`src/aurf_pkg.sv`:
```
`timescale 1ns / 1ps
`default_nettype none

package aurf_pkg;

    localparam int MAX_FRAME_BYTES_DEF = 2048;
    localparam int FIFO_DEPTH_DEF      = 4;

    // register map, word index
    localparam logic [1:0] REG_SELF_IP     = 2'd0;
    localparam logic [1:0] REG_HOST_IP     = 2'd1;
    localparam logic [1:0] REG_LISTEN_PORT = 2'd2;
    localparam logic [1:0] REG_MAX_PAYLOAD = 2'd3;

    localparam logic [31:0] SELF_IP_RST     = 32'd3232261122;
    localparam logic [31:0] HOST_IP_RST     = 32'd3232261121;
    localparam logic [15:0] LISTEN_PORT_RST = 16'd43210;
    localparam logic [10:0] MAX_PAYLOAD_RST = 11'd1023;

    localparam logic [15:0] ETH_TYPE_ARP  = 16'h0806;
    localparam logic [15:0] ETH_TYPE_IPV4 = 16'h0800;
    localparam logic [7:0]  IP_PROTO_UDP  = 8'd17;
    localparam logic [15:0] ARP_OP_REQ    = 16'd1;
    localparam logic [15:0] ARP_OP_RPL    = 16'd2;
    localparam logic [3:0]  IHL_MASK      = 4'hF;

    typedef enum logic [1:0] {
        VRD_DROP    = 2'd0,
        VRD_ARP_REQ = 2'd1,
        VRD_ARP_RPL = 2'd2,
        VRD_UDP     = 2'd3
    } t_verdict;

    typedef struct packed {
        logic [31:0] self_ip;
        logic [31:0] host_ip;
        logic [15:0] listen_port;
        logic [10:0] max_payload;
    } t_cfg;

    // one queue entry: an optional payload byte followed by an optional verdict
    typedef struct packed {
        logic        has_pay;
        logic [7:0]  pay_byte;
        logic        has_vrd;
        t_verdict    verdict;
        logic [47:0] mac;
        logic [31:0] ip;
        logic [10:0] plen;
    } t_entry;

endpackage

`default_nettype wire

```
`src/aurf_regs.sv`:
```
`timescale 1ns / 1ps
`default_nettype none

module aurf_regs (
    input  wire logic           i_clk,
    input  wire logic           i_rst_n,
    input  wire logic           psel,
    input  wire logic           penable,
    input  wire logic           pwrite,
    input  wire logic [3:0]     paddr,
    input  wire logic [31:0]    pwdata,
    output logic      [31:0]    prdata,
    output logic                pready,
    output aurf_pkg::t_cfg      o_cfg
);

    aurf_pkg::t_cfg r_cfg;
    logic           s_wr;

    assign pready = 1'b1;
    assign s_wr   = psel & penable & pwrite;
    assign o_cfg  = r_cfg;

    always_ff @(posedge i_clk) begin
        if (!i_rst_n) begin
            r_cfg.self_ip     <= aurf_pkg::SELF_IP_RST;
            r_cfg.host_ip     <= aurf_pkg::HOST_IP_RST;
            r_cfg.listen_port <= aurf_pkg::LISTEN_PORT_RST;
            r_cfg.max_payload <= aurf_pkg::MAX_PAYLOAD_RST;
        end else if (s_wr) begin
            unique case (paddr[3:2])
                aurf_pkg::REG_SELF_IP:     r_cfg.self_ip     <= pwdata;
                aurf_pkg::REG_HOST_IP:     r_cfg.host_ip     <= pwdata;
                aurf_pkg::REG_LISTEN_PORT: r_cfg.listen_port <= pwdata[15:0];
                aurf_pkg::REG_MAX_PAYLOAD: r_cfg.max_payload <= pwdata[10:0];
                default: ;
            endcase
        end
    end

    always_comb begin
        unique case (paddr[3:2])
            aurf_pkg::REG_SELF_IP:     prdata = r_cfg.self_ip;
            aurf_pkg::REG_HOST_IP:     prdata = r_cfg.host_ip;
            aurf_pkg::REG_LISTEN_PORT: prdata = {16'd0, r_cfg.listen_port};
            aurf_pkg::REG_MAX_PAYLOAD: prdata = {21'd0, r_cfg.max_payload};
            default:                   prdata = 32'd0;
        endcase
    end

endmodule

`default_nettype wire

```
`src/aurf_parser.sv`:
```
`timescale 1ns / 1ps
`default_nettype none

module aurf_parser #(
    parameter int MAX_FRAME_BYTES = aurf_pkg::MAX_FRAME_BYTES_DEF
) (
    input  wire logic           i_clk,
    input  wire logic           i_rst_n,
    input  wire logic           i_accept,
    input  wire logic [7:0]     i_data_byte,
    input  wire logic           i_last_byte,
    input  wire aurf_pkg::t_cfg i_cfg,
    output logic                o_push,
    output aurf_pkg::t_entry    o_entry
);

    localparam int OW = $clog2(MAX_FRAME_BYTES + 1);

    logic [OW-1:0] r_off,  n_off;
    logic [15:0]   r_et,   n_et;
    logic [15:0]   r_op,   n_op;
    logic [47:0]   r_mac,  n_mac;
    logic [31:0]   r_sip,  n_sip;
    logic [31:0]   r_tip,  n_tip;
    logic [5:0]    r_ihl,  n_ihl;
    logic          r_ipm,  n_ipm;
    logic [15:0]   r_port, n_port;
    logic [15:0]   r_ulen, n_ulen;
    logic [10:0]   r_cnt,  n_cnt;

    logic          s_active;
    logic [7:0]    s_want;
    logic [OW:0]   s_rel;
    logic          s_in_udp;
    logic [15:0]   s_ulen_m8;
    logic [10:0]   s_lim;
    logic          s_udp_ok;
    logic          s_udp_ok_n;
    logic [OW-1:0] s_len;
    logic          s_is_arp;
    logic          s_is_ip;
    logic          s_pay;

    assign s_active  = r_off < OW'(MAX_FRAME_BYTES);
    assign s_is_arp  = (r_off >= OW'(14)) && (r_et == aurf_pkg::ETH_TYPE_ARP);
    assign s_is_ip   = (r_off >= OW'(14)) && (r_et == aurf_pkg::ETH_TYPE_IPV4);
    // offset relative to the start of the UDP header; sign bit set when before it
    assign s_rel     = {1'b0, r_off} - (OW + 1)'(7'd14 + {1'b0, r_ihl});
    assign s_in_udp  = (r_ihl >= 6'd20) && !s_rel[OW];
    assign s_udp_ok  = r_ipm && (r_port == i_cfg.listen_port) && (r_ulen >= 16'd8);
    assign s_ulen_m8 = r_ulen - 16'd8;
    assign s_lim     = (s_ulen_m8 > {5'd0, i_cfg.max_payload}) ? i_cfg.max_payload
                                                                : s_ulen_m8[10:0];

    // own address byte compared at offsets 30..33, most significant first
    always_comb begin
        case (r_off[1:0])
            2'd2:    s_want = i_cfg.self_ip[31:24];
            2'd3:    s_want = i_cfg.self_ip[23:16];
            2'd0:    s_want = i_cfg.self_ip[15:8];
            default: s_want = i_cfg.self_ip[7:0];
        endcase
    end

    always_comb begin
        n_off   = r_off;
        n_et    = r_et;
        n_op    = r_op;
        n_mac   = r_mac;
        n_sip   = r_sip;
        n_tip   = r_tip;
        n_ihl   = r_ihl;
        n_ipm   = r_ipm;
        n_port  = r_port;
        n_ulen  = r_ulen;
        n_cnt   = r_cnt;
        s_pay   = 1'b0;
        o_push  = 1'b0;
        o_entry = '0;
        s_len   = r_off;
        s_udp_ok_n = 1'b0;

        if (i_accept) begin
            if (s_active) begin
                if (r_off == OW'(12)) begin
                    n_et = {i_data_byte, 8'h00};
                end else if (r_off == OW'(13)) begin
                    n_et = r_et | {8'h00, i_data_byte};
                end else if (s_is_arp) begin
                    if (r_off == OW'(20) || r_off == OW'(21)) begin
                        n_op = {r_op[7:0], i_data_byte};
                    end else if (r_off >= OW'(22) && r_off <= OW'(27)) begin
                        n_mac = {r_mac[39:0], i_data_byte};
                    end else if (r_off >= OW'(28) && r_off <= OW'(31)) begin
                        n_sip = {r_sip[23:0], i_data_byte};
                    end else if (r_off >= OW'(38) && r_off <= OW'(41)) begin
                        n_tip = {r_tip[23:0], i_data_byte};
                    end
                end else if (s_is_ip) begin
                    if (r_off == OW'(14)) begin
                        n_ihl = {i_data_byte[3:0] & aurf_pkg::IHL_MASK, 2'b00};
                    end else if (r_off == OW'(23)) begin
                        n_ipm = (i_data_byte == aurf_pkg::IP_PROTO_UDP);
                    end else if (r_off >= OW'(30) && r_off <= OW'(33)) begin
                        if (i_data_byte != s_want) begin
                            n_ipm = 1'b0;
                        end
                    end
                    if (s_in_udp) begin
                        if (s_rel == (OW + 1)'(2) || s_rel == (OW + 1)'(3)) begin
                            n_port = {r_port[7:0], i_data_byte};
                        end else if (s_rel == (OW + 1)'(4) || s_rel == (OW + 1)'(5)) begin
                            n_ulen = {r_ulen[7:0], i_data_byte};
                        end else if (s_rel >= (OW + 1)'(8) && s_udp_ok && r_cnt < s_lim) begin
                            s_pay = 1'b1;
                            n_cnt = r_cnt + 11'd1;
                        end
                    end
                end
                n_off = r_off + OW'(1);
            end

            o_entry.has_pay  = s_pay;
            o_entry.pay_byte = i_data_byte;
            o_push           = s_pay | i_last_byte;

            if (i_last_byte) begin
                // verdict sees the state including this byte
                s_len      = n_off;
                s_udp_ok_n = n_ipm && (n_port == i_cfg.listen_port) && (n_ulen >= 16'd8);
                o_entry.has_vrd = 1'b1;
                o_entry.verdict = aurf_pkg::VRD_DROP;
                if (n_et == aurf_pkg::ETH_TYPE_ARP && s_len >= OW'(42)) begin
                    if (n_op == aurf_pkg::ARP_OP_REQ && n_tip == i_cfg.self_ip) begin
                        o_entry.verdict = aurf_pkg::VRD_ARP_REQ;
                    end else if (n_op == aurf_pkg::ARP_OP_RPL && n_sip == i_cfg.host_ip) begin
                        o_entry.verdict = aurf_pkg::VRD_ARP_RPL;
                    end
                    if (o_entry.verdict != aurf_pkg::VRD_DROP) begin
                        o_entry.mac = n_mac;
                        o_entry.ip  = n_sip;
                    end
                end else if (n_et == aurf_pkg::ETH_TYPE_IPV4 && n_ihl >= 6'd20 &&
                             {1'b0, s_len} >= (OW + 1)'(7'd22 + {1'b0, n_ihl}) &&
                             s_udp_ok_n) begin
                    o_entry.verdict = aurf_pkg::VRD_UDP;
                    o_entry.plen    = n_cnt;
                end
                // drop all per-frame state
                n_off  = '0;
                n_et   = '0;
                n_op   = '0;
                n_mac  = '0;
                n_sip  = '0;
                n_tip  = '0;
                n_ihl  = '0;
                n_ipm  = 1'b0;
                n_port = '0;
                n_ulen = '0;
                n_cnt  = '0;
            end
        end
    end

    always_ff @(posedge i_clk) begin
        if (!i_rst_n) begin
            r_off  <= '0;
            r_et   <= '0;
            r_op   <= '0;
            r_mac  <= '0;
            r_sip  <= '0;
            r_tip  <= '0;
            r_ihl  <= '0;
            r_ipm  <= 1'b0;
            r_port <= '0;
            r_ulen <= '0;
            r_cnt  <= '0;
        end else begin
            r_off  <= n_off;
            r_et   <= n_et;
            r_op   <= n_op;
            r_mac  <= n_mac;
            r_sip  <= n_sip;
            r_tip  <= n_tip;
            r_ihl  <= n_ihl;
            r_ipm  <= n_ipm;
            r_port <= n_port;
            r_ulen <= n_ulen;
            r_cnt  <= n_cnt;
        end
    end

    a_clear_after_last: assert property (@(posedge i_clk) disable iff (!i_rst_n)
        (i_accept && i_last_byte) |=> (r_off == '0 && r_cnt == '0))
        else $error("frame state not cleared after last byte");

    a_pay_needs_match: assert property (@(posedge i_clk) disable iff (!i_rst_n)
        (o_push && o_entry.has_pay) |-> (r_ipm && r_cnt < i_cfg.max_payload))
        else $error("payload byte passed without a matching datagram");

endmodule

`default_nettype wire

```
`src/aurf_fifo.sv`:
```
`timescale 1ns / 1ps
`default_nettype none

module aurf_fifo #(
    parameter int DEPTH = aurf_pkg::FIFO_DEPTH_DEF
) (
    input  wire logic             i_clk,
    input  wire logic             i_rst_n,
    input  wire logic             i_wr,
    input  wire aurf_pkg::t_entry i_wdata,
    input  wire logic             i_rd,
    output aurf_pkg::t_entry      o_rdata,
    output logic                  o_full,
    output logic                  o_empty
);

    localparam int AW = (DEPTH > 1) ? $clog2(DEPTH) : 1;
    localparam int CW = $clog2(DEPTH + 1);

    aurf_pkg::t_entry r_mem [DEPTH];
    logic [AW-1:0]    r_wptr;
    logic [AW-1:0]    r_rptr;
    logic [CW-1:0]    r_count;
    logic             s_wr;
    logic             s_rd;

    assign o_full  = (r_count == CW'(DEPTH));
    assign o_empty = (r_count == '0);
    assign s_wr    = i_wr & ~o_full;
    assign s_rd    = i_rd & ~o_empty;
    assign o_rdata = r_mem[r_rptr];

    always_ff @(posedge i_clk) begin
        if (s_wr) begin
            r_mem[r_wptr] <= i_wdata;
        end
    end

    always_ff @(posedge i_clk) begin
        if (!i_rst_n) begin
            r_wptr  <= '0;
            r_rptr  <= '0;
            r_count <= '0;
        end else begin
            if (s_wr) begin
                r_wptr <= (r_wptr == AW'(DEPTH - 1)) ? '0 : r_wptr + AW'(1);
            end
            if (s_rd) begin
                r_rptr <= (r_rptr == AW'(DEPTH - 1)) ? '0 : r_rptr + AW'(1);
            end
            if (s_wr && !s_rd) begin
                r_count <= r_count + CW'(1);
            end else if (s_rd && !s_wr) begin
                r_count <= r_count - CW'(1);
            end
        end
    end

    a_count_up: assert property (@(posedge i_clk) disable iff (!i_rst_n)
        (s_wr && !s_rd) |=> (r_count == $past(r_count) + CW'(1)))
        else $error("queue count did not advance on write");

endmodule

`default_nettype wire

```
`src/aurf_emit.sv`:
```
`timescale 1ns / 1ps
`default_nettype none

module aurf_emit (
    input  wire logic             i_clk,
    input  wire logic             i_rst_n,
    input  wire aurf_pkg::t_entry i_head,
    input  wire logic             i_head_empty,
    output logic                  o_head_rd,
    input  wire logic             i_pop,
    output logic                  o_empty,
    output logic                  o_kind,
    output logic [7:0]            o_payload_byte,
    output logic [1:0]            o_verdict,
    output logic [47:0]           o_sender_mac,
    output logic [31:0]           o_sender_ip,
    output logic [10:0]           o_payload_length,
    output logic                  o_end_of_frame
);

    aurf_pkg::t_entry r_ent;
    logic             r_valid;
    logic             r_pay_pend;
    logic             s_take;
    logic             s_done;
    logic             s_split;

    assign s_split   = r_valid & i_pop & r_pay_pend & r_ent.has_vrd;
    assign s_done    = r_valid & i_pop & ~(r_pay_pend & r_ent.has_vrd);
    assign s_take    = ~i_head_empty & (~r_valid | s_done);
    assign o_head_rd = s_take;

    assign o_empty          = ~r_valid;
    assign o_kind           = ~r_pay_pend;
    assign o_end_of_frame   = ~r_pay_pend;
    assign o_payload_byte   = r_pay_pend ? r_ent.pay_byte : 8'd0;
    assign o_verdict        = r_pay_pend ? 2'd0 : r_ent.verdict;
    assign o_sender_mac     = r_pay_pend ? 48'd0 : r_ent.mac;
    assign o_sender_ip      = r_pay_pend ? 32'd0 : r_ent.ip;
    assign o_payload_length = r_pay_pend ? 11'd0 : r_ent.plen;

    always_ff @(posedge i_clk) begin
        if (s_take) begin
            r_ent <= i_head;
        end
    end

    always_ff @(posedge i_clk) begin
        if (!i_rst_n) begin
            r_valid    <= 1'b0;
            r_pay_pend <= 1'b0;
        end else if (s_take) begin
            r_valid    <= 1'b1;
            r_pay_pend <= i_head.has_pay;
        end else if (s_done) begin
            r_valid    <= 1'b0;
            r_pay_pend <= 1'b0;
        end else if (s_split) begin
            // payload byte delivered, hold the entry for its verdict
            r_pay_pend <= 1'b0;
        end
    end

    a_split_to_verdict: assert property (@(posedge i_clk) disable iff (!i_rst_n)
        s_split |=> (r_valid && !r_pay_pend && $stable(r_ent)))
        else $error("verdict lost after payload byte");

endmodule

`default_nettype wire

```
`src/arp_udp_receive_filter_unit.sv`:
```
`timescale 1ns / 1ps
`default_nettype none

// Channel   Direction  Handshake               Payload
// frame in  input      i_push / o_full         i_data_byte, i_last_byte
// result    output     o_empty / i_pop         o_kind, o_payload_byte, o_verdict,
//                                              o_sender_mac, o_sender_ip,
//                                              o_payload_length, o_end_of_frame
// config    input      psel/penable/pwrite     paddr, pwdata, prdata, pready
//
// One frame byte is taken every cycle while o_full is low; the parser classifies it
// in that cycle and writes at most one entry into a FIFO_DEPTH-deep queue.
// A result is written into the queue and then loaded into the output register, which
// takes it only once the previous result has been popped. A last byte that also
// carries payload yields two results: the payload byte, then the verdict.
// o_full rises only when the queue is full because results are not being popped.
// Reset is synchronous, active low, and clears frame state, queue, output and config.
module arp_udp_receive_filter_unit #(
    parameter int MAX_FRAME_BYTES = aurf_pkg::MAX_FRAME_BYTES_DEF,
    parameter int FIFO_DEPTH      = aurf_pkg::FIFO_DEPTH_DEF
) (
    input  wire logic           i_clk,
    input  wire logic           i_rst_n,
    input  wire logic           i_push,
    output logic                o_full,
    input  wire logic [7:0]     i_data_byte,
    input  wire logic           i_last_byte,
    output logic                o_empty,
    input  wire logic           i_pop,
    output logic                o_kind,
    output logic [7:0]          o_payload_byte,
    output logic [1:0]          o_verdict,
    output logic [47:0]         o_sender_mac,
    output logic [31:0]         o_sender_ip,
    output logic [10:0]         o_payload_length,
    output logic                o_end_of_frame,
    input  wire logic           psel,
    input  wire logic           penable,
    input  wire logic           pwrite,
    input  wire logic [3:0]     paddr,
    input  wire logic [31:0]    pwdata,
    output logic      [31:0]    prdata,
    output logic                pready
);

    aurf_pkg::t_cfg   s_cfg;
    aurf_pkg::t_entry s_wentry;
    aurf_pkg::t_entry s_head;
    logic             s_accept;
    logic             s_qpush;
    logic             s_qempty;
    logic             s_qrd;

    assign s_accept = i_push & ~o_full;

    aurf_regs u_regs (
        .i_clk   (i_clk),
        .i_rst_n (i_rst_n),
        .psel    (psel),
        .penable (penable),
        .pwrite  (pwrite),
        .paddr   (paddr),
        .pwdata  (pwdata),
        .prdata  (prdata),
        .pready  (pready),
        .o_cfg   (s_cfg)
    );

    aurf_parser #(
        .MAX_FRAME_BYTES (MAX_FRAME_BYTES)
    ) u_parser (
        .i_clk       (i_clk),
        .i_rst_n     (i_rst_n),
        .i_accept    (s_accept),
        .i_data_byte (i_data_byte),
        .i_last_byte (i_last_byte),
        .i_cfg       (s_cfg),
        .o_push      (s_qpush),
        .o_entry     (s_wentry)
    );

    aurf_fifo #(
        .DEPTH (FIFO_DEPTH)
    ) u_fifo (
        .i_clk   (i_clk),
        .i_rst_n (i_rst_n),
        .i_wr    (s_qpush),
        .i_wdata (s_wentry),
        .i_rd    (s_qrd),
        .o_rdata (s_head),
        .o_full  (o_full),
        .o_empty (s_qempty)
    );

    aurf_emit u_emit (
        .i_clk            (i_clk),
        .i_rst_n          (i_rst_n),
        .i_head           (s_head),
        .i_head_empty     (s_qempty),
        .o_head_rd        (s_qrd),
        .i_pop            (i_pop),
        .o_empty          (o_empty),
        .o_kind           (o_kind),
        .o_payload_byte   (o_payload_byte),
        .o_verdict        (o_verdict),
        .o_sender_mac     (o_sender_mac),
        .o_sender_ip      (o_sender_ip),
        .o_payload_length (o_payload_length),
        .o_end_of_frame   (o_end_of_frame)
    );

endmodule

`default_nettype wire

```
`config.mk`:
```
export PLATFORM = sky130hd
export DESIGN_NAME = arp_udp_receive_filter_unit
export DESIGN_NICKNAME = d
export VERILOG_FILES = /design/src/aurf_pkg.sv /design/src/aurf_regs.sv /design/src/aurf_parser.sv /design/src/aurf_fifo.sv /design/src/aurf_emit.sv /design/src/arp_udp_receive_filter_unit.sv
export SDC_FILE = /design/constraint.sdc
export NUM_CORES = 1
export LEC_CHECK = 0
export BUFFER_PORTS_ARGS = -buffer_cell sky130_fd_sc_hd__buf_2
export CAP_MARGIN = 20
export CORE_ASPECT_RATIO = 0.75
export CORE_MARGIN = 2
export CORE_UTILIZATION = 45
export CTS_BUF_LIST = sky130_fd_sc_hd__clkbuf_4 sky130_fd_sc_hd__clkbuf_8
export DETAILED_ROUTE_END_ITERATION = 8
export GPL_TIMING_DRIVEN = 0
export PLACE_DENSITY_LB_ADDON = 0.3
export SLEW_MARGIN = 10
export SYNTH_ARGS = -nofsm -noshare
export SYNTH_HDL_FRONTEND = slang
export SYNTH_SLANG_ARGS = --single-unit
```
`constraint.sdc`:
```
create_clock -name i_clk -period 8.39 [get_ports i_clk]
set_clock_uncertainty 0.15 [all_clocks]
set_input_delay 1.678 -clock i_clk [delete_from_list [all_inputs] [get_ports i_clk]]
set_output_delay 1.678 -clock i_clk [all_outputs]
set_load 0.02 [all_outputs]
```
### Word level (Yosys, flattened, before mapping)

Memory sizes are Yosys's and may differ from the RTL's. A register that Yosys moved wholly into a read port is not among the register bits.
Cells that the tools add are included.
Widths: inputs -> output; s select.

| storage, ports and cells | value |
|---|---|
| bits in registers | 408 |
| latch bits | 0 |
| bits in writable memories | 412 |
| bits in read-only memories | 0 |
| word-level logic and storage cells | 277 |
| memories kept | 1 |

| operators by class | value |
|---|---|
| $add $sub $neg | 10 |
| multipliers | 0 |
| divide/modulo/power cells | 0 |
| order comparisons | 19 |
| eq/ne operators | 30 |
| shifts and indexed selects | 0 |
| muxes and demuxes | 134 |
| bitwise logic cells | 19 |
| reduce and logical (&&, ||, !) cells | 38 |

Memory list:

| name | depth | width | rd ports | clocked after Yosys merged registers in | write ports | line | RTL |
|---|---|---|---|---|---|---|---|
| u_fifo.r_mem | 4 | 103 | 1 | 1 | 1 | aurf_fifo.sv:20 | `aurf_pkg::t_entry r_mem [DEPTH];` |

Operators with widths:

| kind | number |
|---|---|
| $mux 32 | 20 |
| $mux 16 | 31 |
| $mux 48 | 8 |
| $mux 80 | 2 |
| $mux 11 | 14 |
| $pmux 32 s4 | 1 |
| $mux 103 | 1 |
| $mux 94 | 1 |
| $eq 16x12->1 const B | 4 |
| $eq 32x32->1 | 2 |
| $mux 6 | 8 |
| $eq 12x4->1 const B | 3 |
| $eq 12x5->1 const B | 3 |
| $ge 12x5->1 const B | 3 |
| $mux 12 | 3 |
| $eq 16x16->1 | 2 |
| $ge 16x4->1 const B | 2 |
| $mux 1 | 29 |
| $eq 13x2->1 const B | 2 |
| $eq 13x3->1 const B | 2 |
| $ge 12x6->1 const B | 2 |
| $le 12x5->1 const B | 2 |
| $le 12x6->1 const B | 2 |
| $mux 2 | 12 |
| 38 further kinds | 91 |

### Depth between registers and ports, before layout

| logic depth | value |
|---|---|
| word-level depth | 22 |
| gate-level depth with buffers | 29 |
| depth with buffers taken out | 27 |

### Modules after synthesis

Synthesis repeated with hierarchy kept, for this count alone.

| unflattened totals | value |
|---|---|
| cell total of the unflattened synthesis | 3,073 |
| area total of the unflattened synthesis | 37,955.2 um^2 |

Modules (own cells, without submodules):

| module | instances | cells an instance | area an instance (um^2) | sequential area each (um^2) |
|---|---|---|---|---|
| aurf_fifo | 1 | 589 | 15,411.0 | 12,552.0 |
| aurf_parser | 1 | 1,824 | 14,461.4 | 4,124.0 |
| aurf_regs | 1 | 428 | 4,187.8 | 1,821.7 |
| aurf_emit | 1 | 231 | 3,881.2 | 3,103.0 |
| arp_udp_receive_filter_unit | 1 | 1 | 13.8 | 0.0 |

### Worst setup path after synthesis

Ideal clock, no wire load.

| path | value |
|---|---|
| kind | register to register |
| start point | register u_parser.r_ulen[5] |
| end point | memory u_fifo.r_mem[1][0] (netlist name) (enable) |
| setup time | 0.474 ns |
| arrival time | 6.911 ns |
| slack | 0.855 ns |
| stages on the path, launching flop included | 24 |
| buffers on the path | 2 |
| period minus slack after synthesis | 7.535 ns |
| cells stage by stage | dfxtp_1 nor3_1 nand2_1 nor3_1 xor2_1 ha_1 nand3_1 nor4_1 a21oi_1 nand2_1 o2111ai_1 clkbuf_1 a21oi_1 ha_1 a21o_1 a21o_1 a21o_1 a21oi_1 or2_2 and4_1 o31ai_1 o21ai_0 clkbuf_1 and2_1 |

| on the way | value |
|---|---|
| cells in the longest elaborated chain, start to end | 20 |
| elaborated cells between the ends (all ways) | 23 |

Ends and longest elaborated chain:

| what | line | RTL |
|---|---|---|
| from (decl) | aurf_parser.sv:28 | `logic [15:0] r_ulen, n_ulen;` |
| from (signal assigned) | aurf_parser.sv:188 | `r_ulen <= n_ulen;` |
| $sub 16x4->16 | aurf_parser.sv:51 | `assign s_ulen_m8 = r_ulen - 16'd8;` |
| $gt 16x11->1 | aurf_parser.sv:52 | `assign s_lim = (s_ulen_m8 > {5'd0, i_cfg.max_payload}) ? i_cfg.max_payload` |
| $mux 11 | aurf_parser.sv:52 |  |
| $lt 11x11->1 | aurf_parser.sv:114 | `end else if (s_rel >= (OW + 1)'(8) && s_udp_ok && r_cnt < s_lim) begin` |
| $logic_and 1x1->1 (*) | aurf_parser.sv:114 |  |
| $mux 1 (*) | aurf_parser.sv:114 |  |
| $mux 1 (*) | aurf_parser.sv:112 | `end else if (s_rel == (OW + 1)'(4) \|\| s_rel == (OW + 1)'(5)) begin` |
| $mux 1 (*) | aurf_parser.sv:110 | `if (s_rel == (OW + 1)'(2) \|\| s_rel == (OW + 1)'(3)) begin` |
| (+5 left out) | -- |  |
| $mux 1 (*) | aurf_parser.sv:84 | `if (s_active) begin` |
| $mux 1 (*) | aurf_parser.sv:83 | `if (i_accept) begin` |
| $or 1x1->1 (*) | aurf_parser.sv:125 | `o_push = s_pay \| i_last_byte;` |
| $mux 1 (*) | aurf_parser.sv:83 |  |
| $and 1x1->1 (*) | aurf_fifo.sv:29 | `assign s_wr = i_wr & ~o_full;` |
| named net u_fifo.s_wr | aurf_fifo.sv:24 | `logic s_wr;` |
| $mux 1 (*) | aurf_fifo.sv:34 | `if (s_wr) begin` |
| $mux 1 (implied by the code) (*) | aurf_fifo.sv:35 | `r_mem[r_wptr] <= i_wdata;` |
| to (decl) | aurf_fifo.sv:20 |  |

Mark *: on every way through the listed nets, which the timed path passes. The rest lies on a longest branch. The select of a mux whose other input is x is not followed.

==> out/metrics.csv <==
stage,metric,value,unit
outcome,status,completed,
logic_synthesis,synth_flop_cell,edfxtp_1,
clock_tree,clockBufferDepth,3,
critical_path,worst_ep_arrival_time,7880,ps
clock_tree,cts.repair.resized,0,
critical_path,worstSetupPathType,reg2reg,
logic_synthesis,synthArstFlopShare,0,
sta,post-route-min-period,7400,ps
sta,drv_slew,0,
flow_run,maxCapViolCount,0,
finish,n_fill_cell,7342,
sta,rsz0062_at_grt,no,
clock_tree,cts_root_buf,clkbuf_8,
global_routing,grt_max_degree,85,
global_routing,grt_pass1_vias,25970,
routing,wl_per_cell,24.0,um
clock_tree,postCtsHoldBufs,0,
sta,max_slew_margin,0.212,
clock_tree,cts_tree,built,
logic_synthesis,yosysUniqueCellTypes,81,
critical_path,slowest_delay,690,ps
critical_path,cp_cell_sequence,"inv_1, ha_1, o311a_1, buf_6, or4_1, nor2b_1, clkbuf_1, buf_1, mux2i_1, ha_1, nor2_1, nor2_1, xor2_1, nor2_1, a21oi_1, ha_1, nand2_1, o21ai_0, a211oi_1, a2111oi_0, nand4_1, nor3b_1, buf_2, and2_1",
clock_tree,clkTransAtPathRegs,70,ps
logic_synthesis,postSynthCellCount,3196,
power_and_ir_drop,pwr_density_cell,253,mW/mm2
placed_design,gp_congestion,0.976,
routing,drt_wl_total,114000,um
die,die_width,339,um
logic_synthesis,yosys_warnings,0,
sta,fmax,135,MHz
power_and_ir_drop,power,11000,uW
global_routing,grt_overflow,0,
logic_synthesis,ys_ff_latch,822,
worst_hold_path,hold_path_class,reg2reg,
critical_path,crit_slowest_cell,nor3b_1,
global_routing,grt_pass1_wl,169000,um
die,start_util,0.453,
die,fp-row-count,92,
sta,hold_slack,360,ps
clock_tree,worstSkewPairLatency,830,ps
logic_synthesis,synth_nets,3302,
die,core-area,0.0838,mm2
sta,tightestPinTransition,1180,ps
logic_synthesis,synth_area_per_cell,11.9,um2
clock_tree,postCtsSetupRepairBufs,0,
logic_synthesis,synth-edff-count,514,
die,die_y,256,um
die,die_area,0.0867,mm2
placed_design,dp_hpwl,82500,um
critical_path,path_max_fanout,11,
routing,drc,0,
routing,drtAntennaViolNets,0,
logic_synthesis,synth_area,0.0380,mm2
routing,first_pass_iters,7,
die,num_io_pins,190,
sta,hold_viol,0,
global_routing,antenna_found_initial,3,
power_and_ir_drop,p_leak,0.0148,uW
power_and_ir_drop,vdd_drop_max,0.160,mV
routing,vias,27291,
sta,setup_violations,0,
placed_design,port_buffers,180,
critical_path,cp_top_family,simple AND/OR/NAND/NOR gates,
clock_tree,cts_buffers,135,
routing,drt_iter0_drc,3195,
clock_tree,h-tree-depth,4,
finish,final_nets,3633,
global_routing,gr-usage-all-layers,0.261,
critical_path,cp_data_required_time,8870,ps
logic_synthesis,ys_seq_area_frac,0.569,
critical_path,crit_buf_inv,5,
critical_path,end_kind,register,
finish,layout-drive-gt1-share,0.181,
routing,viasPerCell,5.72,
clock_tree,cts.sinks,822,
finish,area_growth,14.6,%
critical_path,worstSetupStartpointType,register,
sta,fin_crit_sh,0.882,
[synth_stat cells (69+ instances only)]
cell        n  area [um2]
dfxtp_1   308        6170
a21oi_2    71         622
o21ai_0    69         345
a22oi_1   174        1310
a21boi_0   87         653
nand2_1   388        1460
nor2_1    100         375
clkbuf_1  174         653
mux4_2    114        2570
inv_1      80         300
edfxtp_1  514       15400
nor2b_1   302        1890
[registers in the layout, summed over array words and instances, names as in the netlist, 2 cells and up, named ones only]
| register | flops |
|---|---|
| u_parser.r_mac | 48 |
| u_fifo.r_mem | 412 |
| u_parser.r_tip | 32 |
| u_fifo.r_wptr | 2 |
| u_parser.r_sip | 32 |
| u_parser.r_et | 16 |
| u_emit.r_ent | 102 |
| u_fifo.r_rptr | 2 |
| u_parser.r_op | 16 |
| u_regs.o_cfg | 91 |
| u_parser.r_port | 16 |
| u_fifo.r_count | 3 |
| u_parser.r_ulen | 16 |
| u_parser.r_ihl | 6 |
| u_parser.r_off | 12 |
| u_parser.r_cnt | 11 |
[final cells by class]
class / count / area [um2] / share of cell area
sequential: 822 / 21600 / 0.497
buffer: 221 / 930 / 0.0214
clock inverter: 58 / 519 / 0.0119
clock buffer: 189 / 2370 / 0.0545
antenna: 3 / 7.51 / 0.000173
tap: 1128 / 1410 / 0.0325
timing repair buffer: 194 / 1210 / 0.0278
inverter: 80 / 305 / 0.00702
multi-input combinational: 2073 / 15100 / 0.348
[cells in the final DEF, fill, tap and decap left out, types with 10 or more instances in the layout]
cell type    n
a21boi_0    87
a21o_1      13
a21oi_1     54
a21oi_2     71
a222oi_1    12
a22oi_1    174
and2_1      37
and3_1      20
buf_1       25
buf_2      188
buf_6       11
clkbuf_1   174
clkbuf_4    37
clkbuf_8   152
clkinv_1    25
dfxtp_1    308
edfxtp_1   514
ha_1        52
inv_1       79
mux2i_1     56
mux4_2     114
nand2_1    388
nand2b_1    23
nand3_1     66
nand4_1     28
nor2_1     100
nor2b_1    302
nor3_1      40
nor4_1      22
o211ai_1    31
o21a_1      10
o21ai_0     69
o22ai_1     17
or3_1       23
or4_1       10
xnor2_1     60
xor2_1      49
[through the flow]
| step | instances | worst slack, ps | TNS [ps] | cell area [um2] | util |
|---|---|---|---|---|---|
| 2_1_floorplan | 3196 | 855 | 0 | 38000 | - |
| 3_3_place_gp | 4504 | -2020 | -816380 | 40300 | 0.481 |
| 3_5_place_dp | 4517 | 1220 | 0 | 40600 | 0.484 |
| 4_1_cts | 4764 | 1160 | 0 | 43500 | 0.519 |
| 5_1_grt | 4765 | 599 | 0 | 43500 | 0.519 |
| 6_report | 4768 | 988 | 0 | 43500 | 0.519 |
[tightest hold or removal path, stage by stage (launching register included)]
cell	delay (ps)
dfxtp_1	330
nand2_1	60
a21boi_0	70
[where the power goes]
| group | total [uW] | internal [uW] | switching [uW] | leakage, uW |
|---|---|---|---|---|
| combinational | 2370 | 873 | 1490 | 0.00584 |
| clock | 3720 | 2040 | 1680 | 0.00149 |
| sequential | 4920 | 4800 | 123 | 0.00743 |
[logic make-up (layout without fill, tap and decap cells)]
| logic type | count (synthesis) | in the layout | synth area share |
|---|---|---|---|
| buf+inv | 301 | 742 | 0.0324 |
| simple gates | 1111 | 1111 | 0.151 |
| mux | 178 | 178 | 0.0849 |
| flops | 822 | 822 | 0.569 |
| compound gates | 620 | 620 | 0.119 |
| other cells | 1 | 4 | 0.0000988 |
| xor+xnor | 109 | 109 | 0.0252 |
| fa+ha+maj | 54 | 54 | 0.0182 |
[per-layer routing]
layer / track usage / wire [um] / up-vias
met1: 0.392 / 52100 / 13351
li1: - / - / 12448
met2: 0.360 / 47300 / 1297
met4: 0.0863 / 3310 / 0
met3: 0.0730 / 11500 / 195
met5: 0 / 0 / -
[final timing paths]
kind | from | endpoint | slack, ps | cells after the start
worst max-delay path | u_parser.r_off[1] | u_fifo.r_mem[1][8] | 990 | 24
worst min-delay path | u_regs.o_cfg[10] | u_regs.o_cfg[10] | 360 | 2
worst max register to register | u_parser.r_off[1] | u_fifo.r_mem[1][8] | 990 | 24
worst min register to register | u_regs.o_cfg[10] | u_regs.o_cfg[10] | 360 | 2
Note: power is estimated with default switching activity, not from simulation.
